**src/rtl/ihb_pkg.sv**
```systemverilog
// Types and constants of the IPv4/UDP header builder.
// Used by every module of the block; depends on nothing.
package ihb_pkg;

    localparam logic [1:0] MODE_TRANSIENT = 2'd0;
    localparam logic [1:0] MODE_SUBBANDS  = 2'd1;

    typedef enum logic [1:0] {
        CFG_BASE_PORT = 2'd0,
        CFG_TRANSIENT = 2'd1,
        CFG_SUBBAND   = 2'd2
    } ihb_cfg_idx_t;

    localparam logic [7:0]  IP_VER_IHL    = 8'h45;
    localparam logic [7:0]  IP_TOS        = 8'h00;
    localparam logic [15:0] IP_IDENT      = 16'h0000;
    localparam logic [15:0] IP_FLAGS_DF   = 16'h4000;
    localparam logic [7:0]  IP_TTL        = 8'd128;
    localparam logic [7:0]  IP_PROTO_UDP  = 8'h11;
    localparam logic [15:0] IP_HDR_BYTES  = 16'd20;
    localparam logic [15:0] UDP_HDR_BYTES = 16'd8;
    localparam logic [15:0] UDP_CSUM      = 16'h0000;

    // Sum of the header halves that never change (checksum field taken as zero).
    localparam logic [17:0] CSUM_FIXED = {2'b00, IP_VER_IHL, IP_TOS}
                                       + {2'b00, IP_IDENT}
                                       + {2'b00, IP_FLAGS_DF}
                                       + {2'b00, IP_TTL, IP_PROTO_UDP};

    typedef struct packed {
        logic [15:0] base_port;
        logic [15:0] transient_bytes;
        logic [15:0] subband_bytes;
    } ihb_cfg_t;

    typedef struct packed {
        logic [15:0] port;
        logic [15:0] total_len;
        logic [15:0] udp_len;
        logic [31:0] src;
        logic [31:0] dst;
    } ihb_hdr_t;

    typedef struct packed {
        logic     valid;
        ihb_hdr_t hdr;
    } ihb_s1_t;

    typedef struct packed {
        logic        valid;
        ihb_hdr_t    hdr;
        logic [17:0] sum_a;
        logic [17:0] sum_b;
    } ihb_s2_t;

    typedef struct packed {
        logic        valid;
        ihb_hdr_t    hdr;
        logic [16:0] fold;
    } ihb_s3_t;

endpackage

```
**src/rtl/ihb_cfg.sv**
```systemverilog
// Configuration registers of the header builder.
// Depends on ihb_pkg.
module ihb_cfg (
    input  logic              clk,
    input  logic              rst_n,
    input  logic              cfg_we,
    input  logic [1:0]        cfg_index,
    input  logic [15:0]       cfg_data,
    output ihb_pkg::ihb_cfg_t cfg
);
    import ihb_pkg::*;

    ihb_cfg_t cfg_reg;
    ihb_cfg_t cfg_next;

    always_comb
    begin
        cfg_next = cfg_reg;
        if (cfg_we)
        begin
            case (cfg_index)
                CFG_BASE_PORT: cfg_next.base_port       = cfg_data;
                CFG_TRANSIENT: cfg_next.transient_bytes = cfg_data;
                CFG_SUBBAND:   cfg_next.subband_bytes   = cfg_data;
                default:       cfg_next = cfg_reg;
            endcase
        end
    end

    always_ff @(posedge clk or negedge rst_n)
    begin
        if (!rst_n)
            cfg_reg <= '0;
        else
            cfg_reg <= cfg_next;
    end

    assign cfg = cfg_reg;

endmodule

```
**src/rtl/ihb_len_stage.sv**
```systemverilog
// First pipeline stage: payload size by mode, IP and UDP lengths, UDP port.
// Depends on ihb_pkg.
module ihb_len_stage (
    input  logic              clk,
    input  logic              rst_n,
    input  ihb_pkg::ihb_cfg_t cfg,
    input  logic              in_valid,
    output logic              in_ready,
    input  logic [15:0]       board_number,
    input  logic [1:0]        frame_mode,
    input  logic [31:0]       source_address,
    input  logic [31:0]       dest_address,
    input  logic              out_ready,
    output ihb_pkg::ihb_s1_t  out
);
    import ihb_pkg::*;

    logic        valid_reg;
    logic        valid_next;
    ihb_hdr_t    hdr_reg;
    ihb_hdr_t    hdr_next;
    logic [15:0] payload;

    always_comb
    begin
        case (frame_mode)
            MODE_TRANSIENT: payload = cfg.transient_bytes;
            MODE_SUBBANDS:  payload = cfg.subband_bytes;
            default:        payload = 16'd0;
        endcase
    end

    // Lengths and port wrap at 16 bits.
    always_comb
    begin
        hdr_next.port      = cfg.base_port + board_number;
        hdr_next.total_len = IP_HDR_BYTES + UDP_HDR_BYTES + payload;
        hdr_next.udp_len   = UDP_HDR_BYTES + payload;
        hdr_next.src       = source_address;
        hdr_next.dst       = dest_address;
    end

    assign in_ready   = !valid_reg || out_ready;
    assign valid_next = in_ready ? in_valid : valid_reg;

    always_ff @(posedge clk or negedge rst_n)
    begin
        if (!rst_n)
            valid_reg <= 1'b0;
        else
            valid_reg <= valid_next;
    end

    always_ff @(posedge clk)
    begin
        if (in_ready && in_valid)
            hdr_reg <= hdr_next;
    end

    assign out.valid = valid_reg;
    assign out.hdr   = hdr_reg;

endmodule

```
**src/rtl/ihb_csum_stage.sv**
```systemverilog
// Second and third pipeline stages: header checksum partial sums and first fold.
// Depends on ihb_pkg.
module ihb_csum_stage (
    input  logic             clk,
    input  logic             rst_n,
    input  ihb_pkg::ihb_s1_t in,
    output logic             in_ready,
    input  logic             out_ready,
    output ihb_pkg::ihb_s3_t out
);
    import ihb_pkg::*;

    ihb_s2_t     s2_reg;
    ihb_s2_t     s2_next;
    ihb_s3_t     s3_reg;
    ihb_s3_t     s3_next;
    logic        s2_ready;
    logic        s3_ready;
    logic [18:0] sum;

    assign s3_ready = !s3_reg.valid || out_ready;
    assign s2_ready = !s2_reg.valid || s3_ready;
    assign in_ready = s2_ready;

    // Split the ten halves over two adders; the fixed halves ride in sum_b.
    always_comb
    begin
        s2_next.valid = in.valid;
        s2_next.hdr   = in.hdr;
        s2_next.sum_a = {2'b00, in.hdr.total_len} + {2'b00, in.hdr.src[31:16]}
                      + {2'b00, in.hdr.src[15:0]};
        s2_next.sum_b = {2'b00, in.hdr.dst[31:16]} + {2'b00, in.hdr.dst[15:0]}
                      + CSUM_FIXED;
    end

    always_comb
    begin
        sum           = {1'b0, s2_reg.sum_a} + {1'b0, s2_reg.sum_b};
        s3_next.valid = s2_reg.valid;
        s3_next.hdr   = s2_reg.hdr;
        s3_next.fold  = {1'b0, sum[15:0]} + {14'd0, sum[18:16]};
    end

    always_ff @(posedge clk or negedge rst_n)
    begin
        if (!rst_n)
        begin
            s2_reg <= '0;
            s3_reg <= '0;
        end
        else
        begin
            if (s2_ready)
                s2_reg.valid <= s2_next.valid;
            if (s3_ready)
                s3_reg.valid <= s3_next.valid;
            if (s2_ready && s2_next.valid)
            begin
                s2_reg.hdr   <= s2_next.hdr;
                s2_reg.sum_a <= s2_next.sum_a;
                s2_reg.sum_b <= s2_next.sum_b;
            end
            if (s3_ready && s3_next.valid)
            begin
                s3_reg.hdr  <= s3_next.hdr;
                s3_reg.fold <= s3_next.fold;
            end
        end
    end

    assign out = s3_reg;

endmodule

```
**src/rtl/ipv4_udp_header_builder.sv**
```systemverilog
// IPv4/UDP header builder: a four-stage pipeline from request to header words.
// Depends on ihb_pkg, ihb_cfg, ihb_len_stage and ihb_csum_stage.
//
// Usage: a request carries board_number, frame_mode and the source and
// destination addresses on in_valid/in_stall. Each request yields exactly one
// result on out_valid/out_stall: the five IPv4 header words and two UDP words.
// Registers are written through cfg_we/cfg_index/cfg_data only while no
// request is in flight; the user must keep to this, as the block does not
// enforce it. Indexes beyond the register list are ignored. A request passes
// the length stage, two checksum stages and the output register before its
// result appears on the outputs. Throughput is one request per cycle unless
// the receiver stalls; each stage holds one request with its own valid bit.
// When the receiver stalls, the output register holds its result and each
// stage keeps filling until the one behind it is full, then in_stall rises.
// Nothing is dropped or repeated. Reset clears all valid bits and sets the
// registers to zero.
module ipv4_udp_header_builder (
    input  logic        clk,
    input  logic        rst_n,
    input  logic        cfg_we,
    input  logic [1:0]  cfg_index,
    input  logic [15:0] cfg_data,
    input  logic        in_valid,
    output logic        in_stall,
    input  logic [15:0] board_number,
    input  logic [1:0]  frame_mode,
    input  logic [31:0] source_address,
    input  logic [31:0] dest_address,
    output logic        out_valid,
    input  logic        out_stall,
    output logic [31:0] ip_word0,
    output logic [31:0] ip_word1,
    output logic [31:0] ip_word2,
    output logic [31:0] ip_word3,
    output logic [31:0] ip_word4,
    output logic [31:0] udp_word0,
    output logic [31:0] udp_word1
);
    import ihb_pkg::*;

    ihb_cfg_t    cfg;
    ihb_s1_t     s1;
    ihb_s3_t     s3;
    logic        s1_in_ready;
    logic        s2_in_ready;
    logic        out_ready;
    logic        out_valid_reg;
    logic        out_valid_next;
    ihb_hdr_t    hdr_reg;
    logic [15:0] csum_reg;
    logic [15:0] csum_next;

    ihb_cfg u_cfg (
        .clk       (clk),
        .rst_n     (rst_n),
        .cfg_we    (cfg_we),
        .cfg_index (cfg_index),
        .cfg_data  (cfg_data),
        .cfg       (cfg)
    );

    ihb_len_stage u_len (
        .clk            (clk),
        .rst_n          (rst_n),
        .cfg            (cfg),
        .in_valid       (in_valid),
        .in_ready       (s1_in_ready),
        .board_number   (board_number),
        .frame_mode     (frame_mode),
        .source_address (source_address),
        .dest_address   (dest_address),
        .out_ready      (s2_in_ready),
        .out            (s1)
    );

    ihb_csum_stage u_csum (
        .clk       (clk),
        .rst_n     (rst_n),
        .in        (s1),
        .in_ready  (s2_in_ready),
        .out_ready (out_ready),
        .out       (s3)
    );

    assign in_stall = !s1_in_ready;

    // The first fold leaves at most one more carry; fold it and invert.
    assign csum_next = ~(s3.fold[15:0] + {15'd0, s3.fold[16]});

    assign out_ready      = !out_valid_reg || !out_stall;
    assign out_valid_next = out_ready ? s3.valid : out_valid_reg;

    always_ff @(posedge clk or negedge rst_n)
    begin
        if (!rst_n)
            out_valid_reg <= 1'b0;
        else
            out_valid_reg <= out_valid_next;
    end

    always_ff @(posedge clk)
    begin
        if (out_ready && s3.valid)
        begin
            hdr_reg  <= s3.hdr;
            csum_reg <= csum_next;
        end
    end

    assign out_valid = out_valid_reg;
    assign ip_word0  = {IP_VER_IHL, IP_TOS, hdr_reg.total_len};
    assign ip_word1  = {IP_IDENT, IP_FLAGS_DF};
    assign ip_word2  = {IP_TTL, IP_PROTO_UDP, csum_reg};
    assign ip_word3  = hdr_reg.src;
    assign ip_word4  = hdr_reg.dst;
    assign udp_word0 = {hdr_reg.port, hdr_reg.port};
    assign udp_word1 = {hdr_reg.udp_len, UDP_CSUM};

endmodule

```
**config.mk**
```make
export PLATFORM = sky130hd
export DESIGN_NAME = ipv4_udp_header_builder
export DESIGN_NICKNAME = d
export VERILOG_FILES = /design/src/rtl/ihb_pkg.sv /design/src/rtl/ihb_cfg.sv /design/src/rtl/ihb_len_stage.sv /design/src/rtl/ihb_csum_stage.sv /design/src/rtl/ipv4_udp_header_builder.sv
export SDC_FILE = /design/constraint.sdc
export NUM_CORES = 1
export LEC_CHECK = 0
export BUFFER_PORTS_ARGS = -buffer_cell sky130_fd_sc_hd__buf_2
export CORE_ASPECT_RATIO = 0.7
export CORE_UTILIZATION = 52
export DETAILED_ROUTE_END_ITERATION = 6
export MAX_ROUTING_LAYER = met4
export PLACE_DENSITY = 0.76
export REMOVE_ABC_BUFFERS = 1
export SYNTH_ARGS = -nofsm -noshare
export SYNTH_HDL_FRONTEND = slang
export SYNTH_SLANG_ARGS = --single-unit
export TNS_END_PERCENT = 100
```
**constraint.sdc**
```tcl
create_clock -name clk -period 9.95 [get_ports clk]
set_input_delay 0.4975 -clock clk [delete_from_list [all_inputs] [get_ports clk]]
set_output_delay 0.4975 -clock clk [all_outputs]
set_load 0.1 [all_outputs]
```
### Word-level counts from Yosys, hierarchy flattened

Cells that the tools add are included.

* $add $sub $neg: 10
* equality and inequality tests: 3
* muxes and demuxes: 1
* bitwise logic cells: 1
* reduce and logical (&&, ||, !) cells: 19

Operators by type and width (number)
* $add A16 B16 Y17: 2
* $pmux W16 S2: 1
* $add A18 B18 Y19: 1
* $add A18 B16 Y18: 1
* $add A18 B17 Y18 const B: 1
* $add A16 B3 Y17: 1
* $add A16 B1 Y16: 1
* $add A16 B16 Y16: 1
* $add A4 B16 Y16 const A: 1
* $add A5 B16 Y16 const A: 1
* $not A16 Y16: 1
* $logic_not A1 Y1: 6
* $reduce_and A2 Y1: 3
* $eq A2 B1 Y1 const B: 2
* $logic_and A1 B1 Y1: 4
* $logic_not A2 Y1: 2
* $logic_or A1 B1 Y1: 4
* $eq A2 B2 Y1 const B: 1

* bits in registers: 569
* input port bits: 105
* output and inout port bits: 226
* word-level logic and storage cells: 65

### Logic depth before layout (Yosys ltp)

* word-level depth: 6
* gate-level depth with buffers: 20
* gate-level depth less buffers: 20

### By module

Synthesis repeated with hierarchy kept, for this count alone.

* cells, all modules: 1773
* area, all modules: 25156.6 µm²

By module, submodules not included
* ihb_csum_stage: instances 1, cells an instance 1083, area an instance 13499.2 µm², seq. area each 6981.7 µm²
* ipv4_udp_header_builder: instances 1, cells an instance 275, area an instance 4994.8 µm², seq. area each 3868.7 µm²
* ihb_len_stage: instances 1, cells an instance 313, area an instance 4847.1 µm², seq. area each 3328.2 µm²
* ihb_cfg: instances 1, cells an instance 102, area an instance 1815.5 µm², seq. area each 1201.2 µm²

### Least setup slack after synthesis

Ideal clock, no wire load.

* path kind: register -> register
* start point: register out_valid_reg (netlist: out_valid)
* end point: register csum_reg[0], enable pin
* setup time: 0.804 ns
* arrival time: 10.009 ns
* data required time: 9.146 ns
* slack: -0.863 ns
* stages on the path, launching flop included: 2
* buffers on the path: 0
* clock period less this slack: 10.813 ns
* path through: dfrtp_1 > a21boi_0

* cells in the longest elaborated chain, start to end: 3

RTL lines
* from (decl): RTL line ipv4_udp_header_builder.sv:47 `logic out_valid_reg;`
* from (signal assigned): RTL line ipv4_udp_header_builder.sv:98 `out_valid_reg <= out_valid_next;`
* $logic_not A1 Y1: RTL line ipv4_udp_header_builder.sv:90 `assign out_ready = !out_valid_reg || !out_stall;`
* $logic_or A1 B1 Y1: RTL line ipv4_udp_header_builder.sv:90
* $logic_and A1 B1 Y1: RTL line ipv4_udp_header_builder.sv:103 `if (out_ready && s3.valid)`
* to (signal assigned): RTL line ipv4_udp_header_builder.sv:106 `csum_reg <= csum_next;`
* to (decl): RTL line ipv4_udp_header_builder.sv:50 `logic [15:0] csum_reg;`

No other way between the ends.
A chain may end at the register's enable or synchronous reset.

### Worst setup path after layout

* start point: register u_csum.s2_reg[9] in the netlist's numbering
* end point: register u_csum.s3_reg (netlist bit u_csum.out[15])

* cells in the longest elaborated chain, start to end: 2

RTL lines
* from (decl): RTL line ihb_csum_stage.sv:13 `ihb_s2_t s2_reg;`
* $add A18 B18 Y19: RTL line ihb_csum_stage.sv:38 `sum = {1'b0, s2_reg.sum_a} + {1'b0, s2_reg.sum_b};`
* $add A16 B3 Y17: RTL line ihb_csum_stage.sv:41 `s3_next.fold = {1'b0, sum[15:0]} + {14'd0, sum[18:16]};`
* to (decl): RTL line ihb_csum_stage.sv:15 `ihb_s3_t s3_reg;`

No other way between the ends.

==> impl_metrics.env <==
export IMPL_crit_fanout=12
export IMPL_gr_total_overflow=0
export IMPL_vias=15930
export IMPL_hp_class="in2reg"
export IMPL_core_area_sq_um=47870
export IMPL_grt_use_met1_pct=33.35
export IMPL_worst_hold_slack_ns=0.07616
export IMPL_grt_pass1_vias=15260
export IMPL_path_clk_slew_ns=0.07
export IMPL_clk_path_buf_depth=3
export IMPL_grt_busiest_layer="met1"
export IMPL_fill_cells=3826
export IMPL_ys_types=80
export IMPL_status="complete, no violations"
export IMPL_cts_setup_buffers=0
export IMPL_grt_pass1_wl_um=84830
export IMPL_crit_required_ns=10.45
export IMPL_dieArea_sq_um=49420
export IMPL_rsz0062_at_grt="no"
export IMPL_cts_sinks=561
export IMPL_clock_skew_ns=0.01646
export IMPL_worstSetupStartpointType="register"
export IMPL_cts_resized=0
export IMPL_maxSlewViolCount=0
export IMPL_largest_reg_flops=147
export IMPL_final_cell_mix="422 x nand2_1, 325 x dfrtp_1, 249 x buf_2"
export IMPL_seqCellArea_sq_um=15220
export IMPL_powerDensity_nw_per_um2=312.9
export IMPL_synthCells=2063
export IMPL_wl_per_cell_um=18.24
export IMPL_grt_start_max_net_pins=108
export IMPL_crit_type="reg2reg"
export IMPL_cp_arrival_ns=4.82
export IMPL_min_period_ns=4.313
export IMPL_antenna_found_initial=4
export IMPL_r2r_setup_slack_ns=5.64
export IMPL_final_common_cell="nand2_1"
export IMPL_rows=67
export IMPL_layout_drive_gt1_share_pct=22.88
export IMPL_endpoint_kind="register"
export IMPL_ys_seq_area_share_pct=60.32
export IMPL_drt_total_wl_um=54630
export IMPL_stdcell_count=2996
export IMPL_fin_setup_tns_ns=0
export IMPL_insertion_delay_ns=0.60
export IMPL_ios=331
export IMPL_cts_tree="built"
export IMPL_synth_top_cell_area_share_pct=32.23
export IMPL_grt_use_met2_pct=32.55
export IMPL_fp_dieH_um=186.3
export IMPL_synth_edf_count=236
export IMPL_final_nets=2497
export IMPL_synth_flop_cell="dfrtp_1"
export IMPL_r2r_cells=17
export IMPL_syn_area_per_cell_sq_um=12.23
export IMPL_viasPerCell=5.317
export IMPL_start_util_pct=52.71
export IMPL_startpoint="u_csum.s2_reg[9]"
export IMPL_syn2layout_area_growth_pct=13.04
export IMPL_finalHoldViolCount=0
export IMPL_reg2reg_to="u_csum.out[15]"
export IMPL_slew_headroom_pct=26.11
export IMPL_route_detailed_drc=0
export IMPL_worst_pin_slew_ns=1.108
export IMPL_power_total_mw=8.925
export IMPL_vdd_drop_max_v=0.0002359
export IMPL_cts_buffers=53
export IMPL_cts_root_buf="clkbuf_16"
export IMPL_reg2reg_from="u_csum.s2_reg[9]"
export IMPL_htreeDepth=2
export IMPL_ys_ff_latch=561
export IMPL_drt_initial_drc_count=1163
export IMPL_async_flop_share_pct=57.93
export IMPL_multi_input_area_sq_um=9229
export IMPL_yosysWarnings=0
export IMPL_gp_congestion=0.9077
export IMPL_die_w_um=265.3
export IMPL_yosys_top_cells_area="dfrtp_1 32%, edfxtp_1 28%, mux2_2 7.1%"
export IMPL_ant_nets=0
export IMPL_final_util_pct=59.59
export IMPL_hold_buffers=1
export IMPL_finalCritPeriodShare_pct=43.35
export IMPL_place_hpwl_um=37380
export IMPL_synth_area_sq_um=25230
export IMPL_cp_endpoint="u_csum.out[15]"
export IMPL_power_leakage_nw=12.66
export IMPL_dp_cells=2893
export IMPL_numPortBuffers=250
export IMPL_synth_top_area_cell="dfrtp_1"
export IMPL_fmax_mhz=231.8
export IMPL_setup_viol_count_final=0
export IMPL_cap_violations=0
export IMPL_dr_pass1_iters=5
export IMPL_use_met3_pct=3.699
export IMPL_track_usage_pct=22.59
layout make-up:
cell class	count	area share (%)
inverter	31	0.4080
antenna	3	0.02632
multi-input combinational	1385	32.36
clock inverter	25	0.7940
tap	655	2.873
clock buffer	74	5.435
timing repair buffer	262	4.746
sequential	561	53.36
layer usage:
layer,vias up,routed length [um]
li1,7527,-
met1,7955,26560
met2,380,24370
met3,69,2689
met4,0,1018
met5,-,0
how the worst min path moves through the flow:
| stage | endpoint | startpoint | depth (start not counted) |
|---|---|---|---|
| floorplan | out_valid | rst_n | 0 |
| global placement | ip_word3[2] | u_csum.out[51] | 0 |
| detailed placement | udp_word1[18] | u_csum.out[83] | 0 |
| CTS | u_len.out[7] | dest_address[7] | 1 |
| global route | u_len.out[7] | dest_address[7] | 1 |
| finish | u_len.out[7] | dest_address[7] | 1 |
synthesized netlist by cell type (5+ instances only):
library cell and n:
a21o_1 27, xnor2_1 80, mux2_2 160, nand4b_1 5, nor3_1 17, nand3b_1 9
ha_1 92, xor2_1 45, a211oi_1 15, nand2b_1 13, a21oi_1 54, buf_4 98
nor2_1 56, nand3_1 37, nor2b_1 14, nand2_1 423, nand4_1 15, o21a_1 14
o21bai_1 7, or2_2 11, inv_1 31, clkbuf_1 56, dfrtp_1 325, fa_1 6
o21ai_1 14, a31oi_1 8, and3_1 10, mux2i_1 17, o21ai_0 58, edfxtp_1 236
o31ai_1 10, and2_1 12, buf_1 6
cells by family after synthesis:
group,synth area share [%]
mux,7.815
other cells,0.02976
buf+inv,4.428
simple gates,11.29
flops,60.32
compound gates,6.680
fa+ha+maj,5.038
xor+xnor,4.403
metrics by stage:
step	setup slack [ns]	area, sq um
6_report	5.637	28520
2_1_floorplan	-0.8633	24520
5_1_grt	5.276	28520
4_1_cts	5.634	28510
3_3_place_gp	5.671	26730
3_5_place_dp	5.658	26730
critical path, stage by stage (launching register included):
cell,delay [ns]
dfrtp_1,0.39
ha_1,0.46
a21o_1,0.25
a21oi_1,0.23
o211ai_1,0.20
o31a_1,0.33
o21ai_1,0.12
nand2b_1,0.12
a21o_1,0.19
a21oi_1,0.16
xnor2_1,0.13
ha_1,0.30
a21o_1,0.11
a21oi_1,0.10
nor2b_1,0.34
nand3_1,0.20
or4_1,0.42
a31oi_1,0.16
power by group:
group | leakage, nW | internal [mW] | switching (mW)
Sequential | 6.21 | 3.07 | 0.318
Clock | 0.867 | 1.17 | 0.883
Combinational | 5.58 | 1.02 | 2.46
Total | 12.7 | 5.26 | 3.66
No activity file was read; power rests on OpenSTA's default activity.
